==> config.mk <==
export PLATFORM = sky130hd
export DESIGN_NAME = utf16_to_utf8_encoder_flat
export DESIGN_NICKNAME = d
export VERILOG_FILES = /design/src/hdl/u16u8_pkg.sv /design/src/hdl/u16u8_unit_if.sv /design/src/hdl/u16u8_byte_if.sv /design/src/hdl/u16u8_front.sv /design/src/hdl/u16u8_fifo.sv /design/src/hdl/u16u8_back.sv /design/src/hdl/utf16_to_utf8_encoder.sv /design/src/flat_wrapper.sv
export SDC_FILE = /design/constraint.sdc
export NUM_CORES = 1
export LEC_CHECK = 0
export CORE_MARGIN = 1
export CORE_UTILIZATION = 60
export DETAILED_ROUTE_END_ITERATION = 7
export DONT_BUFFER_PORTS = 1
export MAX_ROUTING_LAYER = met4
export PLACE_DENSITY = 0.76
export SETUP_SLACK_MARGIN = 0.05
export SLEW_MARGIN = 10
export SYNTH_ARGS = -nofsm -noshare
export SYNTH_HDL_FRONTEND = slang
export SYNTH_SLANG_ARGS = --single-unit
==> constraint.sdc <==
create_clock -name i_clk -period 6.2 [get_ports i_clk]
set_input_delay 0 -clock i_clk [delete_from_list [all_inputs] [get_ports i_clk]]
set_output_delay 0 -clock i_clk [all_outputs]
set_load 0.01 [all_outputs]
==> src/hdl/u16u8_pkg.sv <==
// shared types and constants of the utf-16 to utf-8 encoder
package u16u8_pkg;

    localparam int UNIT_W     = 16;
    localparam int BYTE_W     = 8;
    localparam int USED_W     = 2;
    localparam int CP_W       = 21;
    localparam int PAY_W      = 10;
    localparam int FIFO_DEPTH = 2;
    localparam int PTR_W      = (FIFO_DEPTH > 1) ? $clog2(FIFO_DEPTH) : 1;
    localparam int CNT_W      = $clog2(FIFO_DEPTH + 1);

    // surrogate tags in the top six bits of a code unit
    localparam logic [5:0] TAG_HIGH = 6'b110110;
    localparam logic [5:0] TAG_LOW  = 6'b110111;

    // offset of the supplementary planes, seen above the low ten bits
    localparam logic [CP_W-PAY_W-1:0] PLANE_BASE = 11'h040;

    // utf-8 lead and continuation prefixes
    localparam logic [BYTE_W-1:0] LEAD2 = 8'hC0;
    localparam logic [BYTE_W-1:0] LEAD3 = 8'hE0;
    localparam logic [BYTE_W-1:0] LEAD4 = 8'hF0;
    localparam logic [BYTE_W-1:0] CONT  = 8'h80;

    // byte counts of a character, stored as count minus one
    localparam logic [1:0] LEN1 = 2'd0;
    localparam logic [1:0] LEN2 = 2'd1;
    localparam logic [1:0] LEN3 = 2'd2;
    localparam logic [1:0] LEN4 = 2'd3;

    localparam logic [USED_W-1:0] USED_ERR  = 2'd0;
    localparam logic [USED_W-1:0] USED_BMP  = 2'd1;
    localparam logic [USED_W-1:0] USED_PAIR = 2'd2;

    // one unit of work for the byte sequencer
    typedef struct packed {
        logic                  bad;       // error word goes out first
        logic                  has_char;  // a character follows
        logic [CP_W-1:0]       cp;
        logic [USED_W-1:0]     used;
    } t_cmd;

endpackage

==> src/hdl/u16u8_unit_if.sv <==
// input channel carrying utf-16 code units
interface u16u8_unit_if;
    logic                          valid;
    logic                          ready;
    logic [u16u8_pkg::UNIT_W-1:0]  code_unit;

    modport source (output valid, output code_unit, input ready);
    modport sink   (input valid, input code_unit, output ready);
endinterface

==> src/hdl/u16u8_byte_if.sv <==
// output channel carrying utf-8 bytes
interface u16u8_byte_if;
    logic                          valid;
    logic                          ready;
    logic [u16u8_pkg::BYTE_W-1:0]  out_byte;
    logic                          last_byte;
    logic                          bad_pair;
    logic [u16u8_pkg::USED_W-1:0]  units_used;

    modport source (output valid, output out_byte, output last_byte,
                    output bad_pair, output units_used, input ready);
    modport sink   (input valid, input out_byte, input last_byte,
                    input bad_pair, input units_used, output ready);
endinterface

==> src/hdl/u16u8_front.sv <==
// front end: surrogate pairing and classification into commands
module u16u8_front (
    input  logic                 i_clk,
    input  logic                 i_rst_n,
    u16u8_unit_if.sink           i_unit,
    input  logic                 i_full,
    output logic                 o_push,
    output u16u8_pkg::t_cmd      o_cmd
);
    import u16u8_pkg::*;

    logic              r_pending;
    logic              n_pending;
    logic [PAY_W-1:0]  r_payload;
    logic [PAY_W-1:0]  n_payload;
    logic              is_high;
    logic              is_low;
    logic              accept;
    logic              pair_ok;

    assign is_high = (i_unit.code_unit[UNIT_W-1:PAY_W] == TAG_HIGH);
    assign is_low  = (i_unit.code_unit[UNIT_W-1:PAY_W] == TAG_LOW);
    assign i_unit.ready = !i_full;
    assign accept  = i_unit.valid && i_unit.ready;
    assign pair_ok = r_pending && is_low;

    always_comb begin
        o_cmd.bad      = r_pending && !is_low;
        o_cmd.has_char = pair_ok || !is_high;
        if (pair_ok) begin
            o_cmd.cp   = {{1'b0, r_payload} + PLANE_BASE, i_unit.code_unit[PAY_W-1:0]};
            o_cmd.used = USED_PAIR;
        end else begin
            o_cmd.cp   = {{(CP_W-UNIT_W){1'b0}}, i_unit.code_unit};
            o_cmd.used = USED_BMP;
        end
    end

    assign o_push = accept && (o_cmd.bad || o_cmd.has_char);

    always_comb begin
        n_pending = r_pending;
        n_payload = r_payload;
        if (accept) begin
            n_pending = is_high && !pair_ok;
            n_payload = (is_high && !pair_ok) ? i_unit.code_unit[PAY_W-1:0] : '0;
        end
    end

    always_ff @(posedge i_clk) begin
        if (!i_rst_n) begin
            r_pending <= 1'b0;
            r_payload <= '0;
        end else begin
            r_pending <= n_pending;
            r_payload <= n_payload;
        end
    end

    // a lone high surrogate is always held for the next unit
    a_high_held: assert property (@(posedge i_clk) disable iff (!i_rst_n)
        (accept && is_high && !r_pending) |=> r_pending)
        else $error("high surrogate not held");

endmodule

==> src/hdl/u16u8_fifo.sv <==
// short command queue between front and back
module u16u8_fifo (
    input  logic                 i_clk,
    input  logic                 i_rst_n,
    input  logic                 i_push,
    input  u16u8_pkg::t_cmd      i_cmd,
    input  logic                 i_pop,
    output logic                 o_full,
    output logic                 o_empty,
    output u16u8_pkg::t_cmd      o_cmd
);
    import u16u8_pkg::*;

    t_cmd              r_mem [FIFO_DEPTH];
    logic [PTR_W-1:0]  r_wptr;
    logic [PTR_W-1:0]  r_rptr;
    logic [CNT_W-1:0]  r_count;

    assign o_full  = (r_count == CNT_W'(FIFO_DEPTH));
    assign o_empty = (r_count == '0);
    assign o_cmd   = r_mem[r_rptr];

    function automatic logic [PTR_W-1:0] ptr_inc(input logic [PTR_W-1:0] p);
        ptr_inc = (p == PTR_W'(FIFO_DEPTH - 1)) ? '0 : p + 1'b1;
    endfunction

    always_ff @(posedge i_clk) begin
        if (i_push) begin
            r_mem[r_wptr] <= i_cmd;
        end
    end

    always_ff @(posedge i_clk) begin
        if (!i_rst_n) begin
            r_wptr  <= '0;
            r_rptr  <= '0;
            r_count <= '0;
        end else begin
            if (i_push) begin
                r_wptr <= ptr_inc(r_wptr);
            end
            if (i_pop) begin
                r_rptr <= ptr_inc(r_rptr);
            end
            r_count <= r_count + CNT_W'(i_push) - CNT_W'(i_pop);
        end
    end

    a_no_overflow: assert property (@(posedge i_clk) disable iff (!i_rst_n)
        o_full |-> (!i_push || i_pop) && !(i_push && i_pop && o_empty))
        else $error("queue overflow");

endmodule

==> src/hdl/u16u8_back.sv <==
// back end: byte sequencer and output register
module u16u8_back (
    input  logic                 i_clk,
    input  logic                 i_rst_n,
    input  logic                 i_empty,
    input  u16u8_pkg::t_cmd      i_cmd,
    output logic                 o_pop,
    u16u8_byte_if.source         o_byte
);
    import u16u8_pkg::*;

    logic               r_busy;
    logic               r_err_done;
    logic [1:0]         r_idx;
    t_cmd               r_cmd;
    logic               r_ov;
    logic [BYTE_W-1:0]  r_byte;
    logic               r_last;
    logic               r_bad;
    logic [USED_W-1:0]  r_used;

    logic [1:0]         len_m1;
    logic               err_phase;
    logic               final_item;
    logic               adv;
    logic [BYTE_W-1:0]  cur_byte;
    logic [1:0]         rem;

    always_comb begin
        if (r_cmd.cp[CP_W-1:16] != '0) begin
            len_m1 = LEN4;
        end else if (r_cmd.cp[15:11] != '0) begin
            len_m1 = LEN3;
        end else if (r_cmd.cp[10:7] != '0) begin
            len_m1 = LEN2;
        end else begin
            len_m1 = LEN1;
        end
    end

    assign err_phase  = r_cmd.bad && !r_err_done;
    assign final_item = err_phase ? !r_cmd.has_char : (r_idx == len_m1);
    assign adv        = r_busy && (!r_ov || o_byte.ready);
    assign o_pop      = !i_empty && (!r_busy || (adv && final_item));
    assign rem        = len_m1 - r_idx;

    always_comb begin
        if (r_idx == 2'd0) begin
            unique case (len_m1)
                LEN1:    cur_byte = {1'b0, r_cmd.cp[6:0]};
                LEN2:    cur_byte = LEAD2 | {3'b0, r_cmd.cp[10:6]};
                LEN3:    cur_byte = LEAD3 | {4'b0, r_cmd.cp[15:12]};
                default: cur_byte = LEAD4 | {5'b0, r_cmd.cp[20:18]};
            endcase
        end else begin
            unique case (rem)
                2'd0:    cur_byte = CONT | {2'b0, r_cmd.cp[5:0]};
                2'd1:    cur_byte = CONT | {2'b0, r_cmd.cp[11:6]};
                default: cur_byte = CONT | {2'b0, r_cmd.cp[17:12]};
            endcase
        end
    end

    always_ff @(posedge i_clk) begin
        if (o_pop) begin
            r_cmd <= i_cmd;
        end
        if (adv) begin
            r_byte <= err_phase ? '0 : cur_byte;
            r_last <= err_phase || (r_idx == len_m1);
            r_bad  <= err_phase;
            r_used <= err_phase ? USED_ERR : r_cmd.used;
        end
    end

    always_ff @(posedge i_clk) begin
        if (!i_rst_n) begin
            r_busy     <= 1'b0;
            r_err_done <= 1'b0;
            r_idx      <= '0;
            r_ov       <= 1'b0;
        end else begin
            if (o_pop) begin
                r_busy     <= 1'b1;
                r_err_done <= 1'b0;
                r_idx      <= '0;
            end else if (adv && final_item) begin
                r_busy <= 1'b0;
            end else if (adv) begin
                if (err_phase) begin
                    r_err_done <= 1'b1;
                end else begin
                    r_idx <= r_idx + 1'b1;
                end
            end
            if (adv) begin
                r_ov <= 1'b1;
            end else if (o_byte.ready) begin
                r_ov <= 1'b0;
            end
        end
    end

    assign o_byte.valid      = r_ov;
    assign o_byte.out_byte   = r_byte;
    assign o_byte.last_byte  = r_last;
    assign o_byte.bad_pair   = r_bad;
    assign o_byte.units_used = r_used;

    a_err_word: assert property (@(posedge i_clk) disable iff (!i_rst_n)
        (o_byte.valid && o_byte.bad_pair) |->
            (o_byte.out_byte == '0) && o_byte.last_byte
            && (o_byte.units_used == USED_ERR))
        else $error("malformed error word");

    a_char_used: assert property (@(posedge i_clk) disable iff (!i_rst_n)
        (o_byte.valid && !o_byte.bad_pair) |->
            (o_byte.units_used == USED_BMP || o_byte.units_used == USED_PAIR))
        else $error("character word without unit count");

    a_cmd_hold: assert property (@(posedge i_clk) disable iff (!i_rst_n)
        (r_busy && !adv) |=> $stable(r_cmd) && $stable(r_idx))
        else $error("command changed while stalled");

endmodule

==> src/hdl/utf16_to_utf8_encoder.sv <==
// utf-16 to utf-8 encoder top level: pairing front end, queue, byte sequencer
// throughput: one byte per cycle out when not stalled; a unit yields 1 to 4 bytes, an error
// word counting as one byte, and a held high surrogate yields none
// sync active-low reset clears the held surrogate, the queue, the sequencer and
// the output valid; no byte is presented until a unit is taken after reset
module utf16_to_utf8_encoder (
    input  logic          i_clk,
    input  logic          i_rst_n,
    u16u8_unit_if.sink    i_unit,
    u16u8_byte_if.source  o_byte
);
    import u16u8_pkg::*;

    // front to queue
    logic  push;
    t_cmd  push_cmd;
    // queue status and head
    logic  q_full;
    logic  q_empty;
    t_cmd  head_cmd;
    // back takes the head
    logic  pop;

    // front holds a high surrogate and turns each unit into at most one command:
    // an error word flag, a character code point, or both
    u16u8_front u_front (
        .i_clk   (i_clk),
        .i_rst_n (i_rst_n),
        .i_unit  (i_unit),
        .i_full  (q_full),
        .o_push  (push),
        .o_cmd   (push_cmd)
    );

    // two-entry queue lets the front keep taking units while the back drains
    u16u8_fifo u_fifo (
        .i_clk   (i_clk),
        .i_rst_n (i_rst_n),
        .i_push  (push),
        .i_cmd   (push_cmd),
        .i_pop   (pop),
        .o_full  (q_full),
        .o_empty (q_empty),
        .o_cmd   (head_cmd)
    );

    // back walks the bytes of each command into a registered output word;
    // the next command is picked up in the same cycle as the final byte
    u16u8_back u_back (
        .i_clk   (i_clk),
        .i_rst_n (i_rst_n),
        .i_empty (q_empty),
        .i_cmd   (head_cmd),
        .o_pop   (pop),
        .o_byte  (o_byte)
    );

endmodule

==> src/flat_wrapper.sv <==
// flat-port wrapper written by rule: the top's interface ports become plain ports
module utf16_to_utf8_encoder_flat import u16u8_pkg::*;
  (i_clk, i_rst_n, i_unit_valid, i_unit_code_unit, i_unit_ready, o_byte_valid, o_byte_out_byte, o_byte_last_byte, o_byte_bad_pair, o_byte_units_used, o_byte_ready);
  u16u8_unit_if i_unit_i ();
  u16u8_byte_if o_byte_i ();
  input  logic i_clk;
  input  logic i_rst_n;
  input wire logic [$bits(i_unit_i.valid)-1:0] i_unit_valid;
  input wire logic [$bits(i_unit_i.code_unit)-1:0] i_unit_code_unit;
  output wire logic [$bits(i_unit_i.ready)-1:0] i_unit_ready;
  output wire logic [$bits(o_byte_i.valid)-1:0] o_byte_valid;
  output wire logic [$bits(o_byte_i.out_byte)-1:0] o_byte_out_byte;
  output wire logic [$bits(o_byte_i.last_byte)-1:0] o_byte_last_byte;
  output wire logic [$bits(o_byte_i.bad_pair)-1:0] o_byte_bad_pair;
  output wire logic [$bits(o_byte_i.units_used)-1:0] o_byte_units_used;
  input wire logic [$bits(o_byte_i.ready)-1:0] o_byte_ready;
  assign i_unit_i.valid = i_unit_valid;
  assign i_unit_i.code_unit = i_unit_code_unit;
  assign i_unit_ready = i_unit_i.ready;
  assign o_byte_valid = o_byte_i.valid;
  assign o_byte_out_byte = o_byte_i.out_byte;
  assign o_byte_last_byte = o_byte_i.last_byte;
  assign o_byte_bad_pair = o_byte_i.bad_pair;
  assign o_byte_units_used = o_byte_i.units_used;
  assign o_byte_i.ready = o_byte_ready;
  utf16_to_utf8_encoder u_core (.i_clk(i_clk), .i_rst_n(i_rst_n), .i_unit(i_unit_i), .o_byte(o_byte_i));
endmodule
# == Word-level counts from Yosys, hierarchy flattened ==
# Memory sizes are Yosys's and may differ from the RTL's. A register that Yosys moved wholly into a read port is not among the register bits.
# Cells that the tools add are included.
# op_classes
addsub,7
n_eq_ne,7
mux,17
bitwise,3
n_reduce_logical,35
# ops
op,n
$pmux W8 S3,1
$mux W23,1
$eq A6 B6 Y1 const B,2
$pmux W6 S2,1
$add A10 B7 Y11 const B,1
$mux W1,10
$mux W10,1
$reduce_bool A5 Y1,2
$logic_and A1 B1 Y1,9
$logic_not A1 Y1,9
$logic_not A2 Y1,4
$mux W8,1
$reduce_and A3 Y1,2
$logic_or A1 B1 Y1,5
$eq A2 B1 Y1 const B,2
$eq A2 B2 Y1 const B,2
$mux W2,2
$reduce_bool A2 Y1,2
$reduce_bool A4 Y1,1
$not A1 Y1,3
$add A1 B1 Y1 const B,2
$add A2 B1 Y2,1
$add A2 B1 Y2 const B,1
$eq A2 B2 Y1,1
other kinds (3),3
# word_totals
regBits,32
mem_bits_rw,50
input_bits,20
wordCells,83
n_memories,1
# mem_list
memory,words,word_bits,read_ports,rd_clocked_by_memory_dff,write_ports,line_no,rtl
u_core.u_fifo.r_mem,2,25,1,1,1,u16u8_fifo.sv:14,t_cmd r_mem [FIFO_DEPTH];

# == Logic depth before layout (Yosys ltp) ==
# Gate-level depths: netlist of run 1.
# depth
ltp_word,10
mapped_depth,16
mapped_depth_nobuf,15

# == Cells and area by module ==
# From an unflattened synthesis of run 1, not the netlist that was laid out.
# hier_totals
hier_cells,327
area_unflattened_um2,4780.8
# by_module_without_submodules
mod,instances,cells_each,area_per_inst_um2
u16u8_fifo,1,99,2134.5
u16u8_back,1,140,1941.9
u16u8_front,1,88,704.4

# == Worst setup path after synthesis of run 1 ==
# No wires, ideal clock.
# synth_path
kind,reg2reg
from,reg u_core.u_back.r_cmd[14] (netlist name)
to,reg u_core.u_fifo.r_count[1]
setup_time_ps,128
arrival_time_ps,4349
t_required_ps,6072
path_slack_ps,1723
path_stages_with_launch,17
path_cell_list,edfxtp_1 -> or4_4 -> nor2_1 -> o41ai_1 -> nand2_1 -> inv_1 -> ha_1 -> clkbuf_2 -> nand2_1 -> or4b_2 -> o21ai_1 -> ha_1 -> inv_1 -> ha_1 -> xor2_1 -> xnor2_1 -> nor2_1
# synth_via
elab_chain_len,9
# synth_lines
element,line_no,rtl
$reduce_bool A5 Y1,u16u8_back.sv:32,end else if (r_cmd.cp[15:11] != '0) begin
$mux W2,u16u8_back.sv:32,
$mux W2,u16u8_back.sv:30,if (r_cmd.cp[CP_W-1:16] != '0) begin
$eq A2 B2 Y1,u16u8_back.sv:42,assign final_item = err_phase ? !r_cmd.has_char : (r_idx == len_m1);
$mux W1,u16u8_back.sv:42,
$logic_and A1 B1 Y1,u16u8_back.sv:44,assign o_pop = !i_empty && (!r_busy || (adv && final_item));
$logic_or A1 B1 Y1,u16u8_back.sv:44,
$logic_and A1 B1 Y1,u16u8_back.sv:44,
named net u_core.pop,utf16_to_utf8_encoder.sv:22,logic pop;
$sub A2 B1 Y2,u16u8_fifo.sv:45,r_count <= r_count + CNT_W'(i_push) - CNT_W'(i_pop);
end signal: assignment,u16u8_fifo.sv:45,
end: declaration,u16u8_fifo.sv:17,logic [CNT_W-1:0] r_count;
# The timed path passes the listed nets, and every way through them passes these cells.
# A chain may end at the register's enable or synchronous reset.

# == Worst setup path after layout of run 1 ==
# layout_path
from,reg u_core.u_back.r_cmd[14] (netlist name)
to,reg u_core.u_fifo.r_count[1]
# layout_via
elab_chain_len,9
# layout_lines
element,line_no
$reduce_bool A5 Y1,u16u8_back.sv:32
$mux W2,u16u8_back.sv:32
$mux W2,u16u8_back.sv:30
$eq A2 B2 Y1,u16u8_back.sv:42
$mux W1,u16u8_back.sv:42
$logic_and A1 B1 Y1,u16u8_back.sv:44
$logic_or A1 B1 Y1,u16u8_back.sv:44
$logic_and A1 B1 Y1,u16u8_back.sv:44
named net u_core.pop,utf16_to_utf8_encoder.sv:22
$sub A2 B1 Y2,u16u8_fifo.sv:45
# The timed path passes the listed nets, and every way through them passes these cells.

==> results.ini, run 1 <==
[worst_setup_path]
crit_slowest_cell=or4b_2
cp.arrival_ps=4350
path_cells=or4_4, nor2_1, o41ai_1, nand2_1, inv_1, ha_1, nand2_1, or4b_2, o21ai_2, buf_4, ha_1, inv_1, ha_1, xor2_1, xnor2_1, nor2_1
cpPeakStageDelay_ps=630
required_ps=6440
path_class=register to register
worstPathMaxFanout=30
crit_top_cell=ha_1
startpoint_type=register
end_kind=register

[synth]
syn_nets=343
yosys.cell_types.count=43
yosysSeqAreaShare=0.6795
syn_avg_cell_area_um2=14.12
ys_warn_count=0
ys_ff_latch=107
synth_area_leaders=edfxtp_1 (59%), dfxtp_1 (9.0%), mux2_2 (7.9%), ha_1 (2.5%), a21oi_1 (2.1%)
synth_top_area_share=0.5892
synth_common_cells=edfxtp_1 (87), mux2_2 (31), nand2_1 (23), dfxtp_1 (20), a21oi_1 (19)
syn_inst=314
synth_ff_type=edfxtp_1
ys_async_sr_fraction=0
synth_edf_count=87
synth.most_common_cell=edfxtp_1
synthesis.area_um2=4434
yosys.area.top_type=edfxtp_1

[power_and_ir_drop]
p_clk_frac=0.219
p_leak_nw=1.627
p_sw_frac=0.3085
pwr-share-seq=0.562
switchingPower_uw=623.0
cellPowerDensity_nw_per_um2=408.5
p_comb_frac=0.218
internal-power_mw=1.396
peakVddDrop_mv=0.2700

[route]
drc=0
drt-vias-per-instance=5.784
firstDrtPassIters=4
routed_wl_mm=8.089
drtAntennaViolNets=0
wire_per_inst_um=18.55
drt_iter0_drc=195
vias=2522

[layout]
area_delta_synth_final_pct=11.48
layout.cells.non_filler=436
stdcell_area_um2=4943
antenna_cells=0
post-route-util=0.7081
drive_above_1_share=0.1706
fin_nets=364
nFillCells=475

[clock_tree]
cts_setup_buffers=0
worstSkewPairLatency_ps=360
cts_made_buffers=9
root_buffer=clkbuf_8
cts_num_sinks=107
cts.clk_slew.worst_paths_ps=110
ctsHtreeMaxLevel=3
cts_buffer_depth=2
cts_tree=done

[sta]
slew_viol_final=0
setup_viol=0
skew_ps=13.79
fmax_mhz=243.3
finalCritPeriodShare=0.6628
tns_ps=0
worst_pin_slew_ps=1193
post-route-min-period_ps=4110
finalHoldViolations=0
slew_headroom=0.2036
rsz0062_at_grt=no

[place]
dp_hpwl_mm=5.490
place_inst=402
io_buffer_count=0
place_congestion=0.9368
dpl_cell_area_um2=4547

[floorplanning]
die_h_um=87.97
dieArea_um2=7738
fp.dieW_um=87.97
core_um2=6982
placementRows=30
io_pins=34
initial_core_util=0.6351

[global_route]
antenna_found_initial=0
grt_pass1_vias=2523
grt_max_degree=31
grt_pass1_wl_mm=12.68
track_usage=0.2330
gr-total-overflow=0

[flow_run]
max_cap_viol_count=0

[outcome]
status=completed

[hold_path]
hold_class=input port to register

==> flip-flops by register name, summed over array words and instances (netlist names) <==
| name | cells |
|---|---|
| u_core.u_fifo.r_mem | 50 |
| u_core.u_back.r_cmd | 25 |
| u_core.u_front.r_payload | 10 |
| u_core.u_back.o_byte.out_byte | 8 |
| u_core.u_back.o_byte.units_used | 2 |
| u_core.u_back.r_idx | 2 |
| u_core.u_fifo.r_count | 2 |
| u_core.u_back.o_byte.bad_pair | 1 |
| u_core.u_back.o_byte.last_byte | 1 |
| u_core.u_back.o_byte.valid | 1 |
| u_core.u_back.r_busy | 1 |
| u_core.u_back.r_err_done | 1 |
| u_core.u_fifo.r_rptr | 1 |
| u_core.u_fifo.r_wptr | 1 |
| u_core.u_front.r_pending | 1 |
==> worst max-delay path: cells and delay by family (launching register included) <==
family | cells | cell delay, ps
flops | 1 | 430
xor+xnor | 2 | 300
simple gates | 6 | 1630
compound gates | 2 | 170
fa+ha+maj | 3 | 940
buf+inv | 3 | 510
==> power groups by stage <==
stage               clock network [mW]  registers, mW  logic (mW)
floorplan                            0           1.09       0.352
global placement                     0           1.15       0.422
detailed placement                   0           1.15       0.430
CTS                              0.449           1.13       0.444
global route                     0.471           1.15       0.484
finish                           0.443           1.14       0.441
==> per-stage QoR <==
| stage | total power, mW | setup WS [ps] | hold WS [ps] |
|---|---|---|---|
| floorplan | 1.441 | 1723 | 98.87 |
| global placement | 1.569 | 2259 | 98.98 |
| detailed placement | 1.580 | 2111 | 98.97 |
| CTS | 2.027 | 2090 | 46.74 |
| global route | 2.110 | 1764 | 86.81 |
| finish | 2.019 | 2090 | 51.71 |
==> kinds of logic (layout without fill, tap and decap cells) <==
family,Yosys count,in the layout,synth area share
xor+xnor,8,8,0.01580
buf+inv,26,52,0.02229
compound gates,56,56,0.08381
fa+ha+maj,9,9,0.02540
simple gates,74,74,0.08775
flops,107,107,0.6795
mux,34,34,0.08550
==> timing repair <==
action | in CTS | in global routing
gates resized for setup | 0 | 0
hold buffers | 18 | 0
hold endpoints to repair | 48 | 0
==> path summary, 6_finish.rpt <==
kind / start / endpoint / slack [ps] / cells after the start
worst max register to register: u_core.u_back.r_cmd[14] / u_core.u_fifo.r_count[1] / 2090 / 16
worst min-delay path: i_rst_n / u_core.u_front.r_payload[0] / 50 / 2
worst max-delay path: u_core.u_back.r_cmd[14] / u_core.u_fifo.r_count[1] / 2090 / 16
worst min register to register: u_core.u_front.r_payload[4] / u_core.u_front.r_payload[4] / 470 / 2
==> layout by cell type (no fill, tap or decap), types with 2 or more instances in the layout <==
cell type,count
edfxtp_1,87
mux2_2,31
nand2_1,23
dfxtp_1,20
a21oi_1,19
dlygate4sd3_1,18
nor2_1,14
inv_1,13
nand3_1,13
o21ai_0,9
ha_1,9
clkbuf_8,9
xnor2_1,6
and2_1,6
o21a_1,5
a221oi_1,5
nor3_1,4
a211oi_1,4
a222oi_1,4
nor2b_1,3
mux2i_1,3
clkinv_4,3
buf_4,3
clkinv_1,2
nand2b_1,2
xor2_1,2
==> per-layer routing <==
layer / GRT usage / share of wire / vias to the layer above
li1: - / - / 1223
met1: 0.3027 / 0.46 / 1229
met2: 0.3615 / 0.50 / 58
met3: 0.03959 / 0.033 / 12
met4: 0.1043 / 0.015 / 0
met5: - / 0 / -
==> layout make-up <==
type,count,area (µm²),area share
inverters,15,56.30,0.01139
clock buffers,9,123.9,0.02506
flip-flops and latches,107,3013,0.6095
repair buffers,21,202.7,0.04100
well taps,96,120.1,0.02430
multi-input cells,181,1335,0.2701
clock inverters,7,92.59,0.01873
Power figures use the tool's default switching activity.
==> run 2, diff against run 1 <==
--- a/config.mk
+++ b/config.mk
@@ -5,6 +5,7 @@
 export SDC_FILE = /design/constraint.sdc
 export NUM_CORES = 1
 export LEC_CHECK = 0
+export ABC_AREA = 1
 export CORE_MARGIN = 1
 export CORE_UTILIZATION = 60
 export DETAILED_ROUTE_END_ITERATION = 7
==> constraint.sdc (replaced) <==
create_clock -name i_clk -period 4.07 [get_ports i_clk]
set_input_delay 0 -clock i_clk [delete_from_list [all_inputs] [get_ports i_clk]]
set_output_delay 0 -clock i_clk [all_outputs]
set_load 0.01 [all_outputs]
==> run 2 against run 1 <==
Against the previous run: final area rose by 1.6%; fmax rose by 33%; non-clock buffer count rose by 3; sequential power rose by 47%; count of clock-buffer cells in the layout did not move; cell count rose by 12%; routed wire length rose by 4.7%; critical endpoint unchanged; largest power group unchanged.
==> results.ini, run 2 <==
[outcome]
status=completed

[place]
dpl_cell_area_um2=4624  ; +1.7%
place_congestion=0.8541  ; -8.8%
dp_hpwl_mm=5.645  ; +2.8%
io_buffer_count=0  ; unchanged

[power_and_ir_drop]
peakVddDrop_mv=0.3647  ; +35%
cellPowerDensity_nw_per_um2=616.6  ; +51%
p_leak_nw=1.814  ; +11%
total_power_mw=3.096  ; +53%

[worst_setup_path]
r2r_slack_ps=980  ; -1110 ps
cp.arrival_ps=3370  ; -980 ps
critPathLaunch=u_core.u_back.r_cmd[14]
rr_worst_depth=18  ; +2
startpoint_type=register
required_ps=4360  ; -2080 ps
worstPathMaxFanout=8  ; -73%
end_kind=register
path_class=register to register
r2r_start=u_core.u_back.r_cmd[14]

[floorplanning]
core_um2=7253  ; +3.9%
placementRows=31  ; +3.3%
fp.dieW_um=88.69  ; +0.82%
die_h_um=88.69  ; +0.82%
dieArea_um2=7866  ; +1.7%
io_pins=34  ; unchanged
initial_core_util=0.6217  ; -0.01342

[layout]
regMostFlops=u_core.u_fifo.r_mem
final_cell_mix=edfxtp_1 (87), nand2_1 (53), inv_1 (31)
fin_nets=414  ; +14%
layout_commonest_cell=edfxtp_1
reg.largest.list=u_core.u_fifo.r_mem x50, u_core.u_back.r_cmd x25, u_core.u_front.r_payload x10
antenna_cells=0  ; unchanged
stdcell_area_um2=5021  ; +1.6%
largest_reg_flops=50  ; unchanged
area_delta_synth_final_pct=11.35
drive_above_1_share=0.1769  ; +0.006335

[sta]
post-route-min-period_ps=3089  ; -1021 ps
fmax_mhz=323.8  ; +33%
setup_viol=0  ; unchanged
tns_ps=0  ; unchanged
slew_viol_final=0  ; unchanged
finalHoldViolations=0  ; unchanged
finalCritPeriodShare=0.7589  ; +0.09604
skew_ps=12.87  ; -0.9168 ps
worst_pin_slew_ps=781.5  ; -411.5 ps
slew_headroom=0.4771  ; +0.2735
rsz0062_at_grt=no
whs_ps=29.02  ; -22.69 ps

[synth]
synth-adder-area-share=0.02497  ; -0.0004228
yosysSeqAreaShare=0.6681  ; -0.01131
yosys.area.top_type=edfxtp_1
synth_edf_count=87  ; unchanged
ys_warn_count=0  ; unchanged
synthesis.area_um2=4509  ; +1.7%
yosys.cell_types.count=34  ; -21%
synth_ff_type=edfxtp_1
synth_compound_area_frac=0.06243  ; -0.02137
synth_area_leaders=edfxtp_1 (58%), dfxtp_1 (8.9%), mux2_2 (6.2%), nand2_1 (4.4%), nand3_1 (3.1%)
synth-simple-area-share=0.1373  ; +0.04959
synth_common_cells=edfxtp_1 (87), nand2_1 (53), inv_1 (31), nand3_1 (28)
ys_ff_latch=107  ; unchanged
syn_nets=390  ; +14%
synth_top_family_by_area=simple AND/OR/NAND/NOR gates
syn_avg_cell_area_um2=12.49  ; -12%
ys_async_sr_fraction=0  ; unchanged
synth.most_common_cell=edfxtp_1
syn_inst=361  ; +15%
synthXorXnorAreaFrac=0.005827  ; -0.009974
synth_mux_area_frac=0.06243  ; -0.02307
synth_top_area_share=0.5794  ; -0.009809

[clock_tree]
cts_num_sinks=107  ; unchanged
worstSkewPairLatency_ps=360  ; about the same
cts.clk_slew.worst_paths_ps=110  ; about the same
cts_buffer_depth=2  ; unchanged
root_buffer=clkbuf_8
cts_made_buffers=9  ; unchanged
cts_tree=done
ctsHtreeMaxLevel=3  ; unchanged

[global_route]
antenna_found_initial=0  ; unchanged
grt_pass1_vias=2680  ; +6.2%
track_usage=0.2437  ; +0.01069
grt_pass1_wl_mm=13.43  ; +5.9%
grt_max_degree=28  ; -9.7%
gr-total-overflow=0  ; unchanged

[route]
drt_iter0_drc=139  ; -29%
drtAntennaViolNets=0  ; unchanged
wire_per_inst_um=17.32  ; -6.6%
routed_wl_mm=8.470  ; +4.7%
drc=0  ; unchanged
firstDrtPassIters=5  ; +1
vias=2707  ; +7.3%
drt-vias-per-instance=5.536  ; -4.3%

[hold_path]
hold_class=input port to register
holdPathStages=3  ; +1
hold_start=i_unit_code_unit[15]

[flow_run]
max_cap_viol_count=0  ; unchanged

## run 2: changes by cell type after synthesis, sizes merged, moves of 4 or more
| cell | delta |
|---|---|
| a211oi | -4 |
| xnor2 | -6 |
| nor2 | +13 |
| a222oi | -4 |
| nand2 | +37 |
| nor2b | -4 |
| inv | +19 |
| a221oi | -5 |
| a21oi | +8 |
| and2 | -6 |
| nand3 | +20 |
| a31oi | +4 |
| mux2 | -6 |
## run 2: worst max-delay path, cell delays in order, from the launching register on
cell      delay (ps)
edfxtp_1         430
or2_4            280
nor2_8           140
o41ai_1           80
nand2_1          110
inv_1             90
ha_1             480
nand3_2          150
nand2_2           80
nand3_1           70
nand2_2          120
nand2_2           70
inv_2             60
ha_1             210
inv_1             60
ha_1             150
xor2_1           200
o21ai_0           90
a21oi_1          150
## run 2: final timing paths
path / end
worst min register to register: u_core.u_front.r_payload[5]
worst max-delay path: u_core.u_fifo.r_count[1]
worst max register to register: u_core.u_fifo.r_count[1]
worst min-delay path: u_core.u_fifo.r_mem[0][24]
## run 2: stage by stage
stage	setup slack, ps	utilization	std cells
after floorplan	1010	-	361
after detailed placement	1022	0.6376	454
after CTS	1003	0.6923	489
after global routing	702.2	0.6923	489
after global placement	1219	0.6376	454
final	981.4	0.6923	489
## run 2: cells by family after synthesis
group                      after synthesis
and+or+nand+nor                        125
adders and majority gates                9
DFF                                    107
xor gates and xnor gates                 3
buffers and inverters                   44
muxes                                   25
AOI/OAI and AO/OA                       48
## run 2: power by group
group | switching, mW | total (mW) | internal (mW)
logic | 0.463 | 0.738 | 0.275
registers | 0.145 | 1.68 | 1.53
clock network | 0.387 | 0.683 | 0.296
total | 0.995 | 3.10 | 2.10
## run 2: final cells by class
cell class,instances,area (µm²)
Multi-Input combinational cell,210,1326
Sequential cell,107,3013
Timing Repair Buffer,24,227.7
Clock buffer,9,123.9
Clock inverter,7,82.58
Inverter,33,123.9
Fill cell,507,2232
Tap cell,99,123.9
## run 2: routing by layer
| metal | global-route usage | part of all wire | routed length (µm) | vias to the layer above |
|---|---|---|---|---|
| met3 | 0.05224 | 0.043 | 366 | 9 |
| met5 | - | 0 | 0 | - |
| met1 | 0.3156 | 0.46 | 3860 | 1306 |
| li1 | - | - | - | 1318 |
| met2 | 0.3923 | 0.49 | 4169 | 74 |
| met4 | 0.06452 | 0.0087 | 74 | 0 |
## run 2: timing repair
item | 4_1_cts | 5_1_grt
hold buffers | 19 | 0
hold endpoints to repair | 52 | 0
gates resized for setup | 0 | 0
buffers inserted | 0 | 0
==> run 3, diff against run 2 <==
==> constraint.sdc (replaced) <==
create_clock -name i_clk -period 3 [get_ports i_clk]
set_input_delay 0 -clock i_clk [delete_from_list [all_inputs] [get_ports i_clk]]
set_output_delay 0 -clock i_clk [all_outputs]
set_load 0.01 [all_outputs]
==> run 3 against run 2 <==
Against the previous run: combinational power up 44%; flip-flop and latch count unchanged; clock skew down 3.5 ps; routed wire length down 0.18%; worst hold slack worse by 9.6 ps; register-to-register slack worse by 710 ps; first-iteration DRC count down 12%; core utilization up 0.98 points; largest power group unchanged; die area unchanged; non-clock buffer count up 5; via count up 2.6%; final area up 1.4%.
==> results.ini, run 3 (synthesis results as in run 2) <==
[outcome]
status=completed

[layout]
regMostFlops=u_core.u_fifo.r_mem
drive_above_1_share=0.2000  ; +0.02308
fin_nets=419  ; +1.2%
reg.largest.list=u_core.u_fifo.r_mem x50, u_core.u_back.r_cmd x25, u_core.u_front.r_payload x10
nFillCells=516  ; +1.8%
layout_commonest_cell=edfxtp_1
antenna_cells=0  ; unchanged
area_delta_synth_final_pct=12.93
post-route-util=0.7021  ; +0.009832
largest_reg_flops=50  ; unchanged
final_cell_mix=edfxtp_1 (87), nand2_1 (52), inv_1 (30)

[global_route]
grt_pass1_vias=2580  ; -3.7%
track_usage=0.2438  ; about the same
antenna_found_initial=0  ; unchanged
grt_pass1_wl_mm=13.08  ; -2.6%
gr-total-overflow=0  ; unchanged
grt_max_degree=28  ; unchanged

[sta]
slew_viol_final=0  ; unchanged
post-route-min-period_ps=2726  ; -362.6 ps
slew_headroom=0.4861  ; +0.008985
tns_ps=0  ; unchanged
worst_pin_slew_ps=768.0  ; -13.43 ps
finalHoldViolations=0  ; unchanged
skew_ps=9.382  ; -3.492 ps
fmax_mhz=366.8  ; +13%
finalCritPeriodShare=0.9087  ; +0.1498
setup_viol=0  ; unchanged
fin_ws_ps=274.0  ; -707.4 ps
rsz0062_at_grt=no

[hold_path]
min_to=u_core.u_front.r_pending
hold_class=input port to register
hold_start=i_rst_n
holdPathStages=2  ; -1

[worst_setup_path]
cp.arrival_ps=3030  ; -340 ps
rr_worst_depth=18  ; unchanged
path_class=register to register
r2r_slack_ps=270  ; -710 ps
startpoint_type=register
critPathLaunch=u_core.u_back.r_cmd[14]
worstPathMaxFanout=3  ; -5
required_ps=3300  ; -1060 ps
r2r_start=u_core.u_back.r_cmd[14]
crit_slowest_cell=edfxtp_1
cpPeakStageDelay_ps=420  ; -60 ps
timing.rr.end=u_core.u_fifo.r_count[1]
end_kind=register
path_cells=or2_4, nor2_8, o41ai_1, nand2_1, inv_2, ha_4, nand3_2, nand2_2, nand3_1, nand2_2, nand2_4, inv_4, ha_1, inv_1, ha_1, xor2_1, o21ai_0, a21oi_1

[clock_tree]
worstSkewPairLatency_ps=370  ; about the same
cts.clk_slew.worst_paths_ps=110  ; about the same
ctsHtreeMaxLevel=3  ; unchanged
cts_num_sinks=107  ; unchanged
cts_tree=done
cts_made_buffers=9  ; unchanged
cts_buffer_depth=2  ; unchanged
root_buffer=clkbuf_8

[power_and_ir_drop]
p_sw_frac=0.3188  ; -0.002693
total_power_mw=4.269  ; +38%
pwr-share-seq=0.531  ; -0.010
switchingPower_mw=1.361  ; +37%
p_comb_frac=0.249  ; +0.011
peakVddDrop_mv=0.4784  ; +31%
cellPowerDensity_nw_per_um2=838.2  ; +36%
p_leak_nw=1.839  ; +1.4%
p_clk_frac=0.220  ; about the same
internal-power_mw=2.908  ; +38%

[floorplanning]
io_pins=34  ; unchanged
placementRows=31  ; unchanged
die_h_um=88.69  ; unchanged
initial_core_util=0.6217  ; unchanged
core_um2=7253  ; unchanged
fp.dieW_um=88.69  ; unchanged
dieArea_um2=7866  ; unchanged

[flow_run]
max_cap_viol_count=0  ; unchanged

[route]
drc=0  ; unchanged
wire_per_inst_um=17.12  ; -1.2%
drtAntennaViolNets=0  ; unchanged
drt-vias-per-instance=5.623  ; +1.6%
vias=2778  ; +2.6%
routed_wl_mm=8.455  ; -0.18%
drt_iter0_drc=123  ; -12%
firstDrtPassIters=4  ; -1

[place]
place_congestion=0.8688  ; +1.7%
io_buffer_count=0  ; unchanged
place_ws_ps=166.5  ; -855.4 ps
dp_hpwl_mm=5.676  ; +0.55%

run 3: how the worst max path moves through the flow:
stage | endpoint | slack, ps
floorplan | u_core.u_fifo.r_count[1] | 70
global placement | u_core.u_fifo.r_count[1] | 310
detailed placement | u_core.u_fifo.r_count[1] | 170
CTS | u_core.u_fifo.r_count[1] | 150
global route | u_core.u_fifo.r_count[1] | 30
finish | u_core.u_fifo.r_count[1] | 270
run 3: power by group through the flow:
| stage | Sequential [mW] | Combinational [mW] | Clock (mW) |
|---|---|---|---|
| after floorplan | 2.24 | 0.749 | 0 |
| after global placement | 2.28 | 0.983 | 0 |
| after detailed placement | 2.30 | 1.00 | 0 |
| after CTS | 2.26 | 1.03 | 0.955 |
| after global routing | 2.31 | 1.17 | 1.03 |
| final | 2.27 | 1.06 | 0.940 |
run 3: timing repair:
item / in CTS / in global routing
endpoints found under the setup margin: 0 / 1
hold endpoints to repair: 54 / 0
hold buffers: 19 / 0
setup buffers: 0 / 3
resized for setup: 0 / 5
run 3: layout make-up:
| cell class | count | area (µm²) | share of cell area |
|---|---|---|---|
| clock buffers | 10 | 137.6 | 0.02703 |
| repair buffers | 29 | 265.3 | 0.05209 |
| flip-flops and latches | 107 | 3013 | 0.5916 |
| clock inverters | 6 | 77.57 | 0.01523 |
| multi-input cells | 210 | 1349 | 0.2649 |
| inverters | 33 | 126.4 | 0.02482 |
| well taps | 99 | 123.9 | 0.02432 |
run 3: layer usage:
| layer | global-route usage | up-vias | share of wire |
|---|---|---|---|
| met2 | 0.3692 | 84 | 0.49 |
| met5 | - | - | 0 |
| met4 | 0.09091 | 0 | 0.027 |
| met1 | 0.3225 | 1349 | 0.45 |
| met3 | 0.05690 | 21 | 0.035 |
| li1 | - | 1324 | - |
run 3: per-stage QoR:
| stage | hold WS [ps] | instance area, µm² | std cells |
|---|---|---|---|
| 2_1_floorplan | 93.45 | 4512 | 361 |
| 3_3_place_gp | 95.34 | 4642 | 456 |
| 3_5_place_dp | 98.98 | 4642 | 456 |
| 4_1_cts | 1.015 | 5047 | 491 |
| 5_1_grt | 35.81 | 5092 | 494 |
| 6_report | 19.38 | 5092 | 494 |
run 3: critical path: cells and delay by family, from the launching register on:
| family | cells | cell delay, ps |
|---|---|---|
| AOI/OAI and AO/OA | 3 | 320 |
| adders and majority gates | 3 | 630 |
| and+or+nand+nor | 8 | 940 |
| buffers and inverters | 3 | 180 |
| DFF | 1 | 420 |
| xor gates and xnor gates | 1 | 170 |
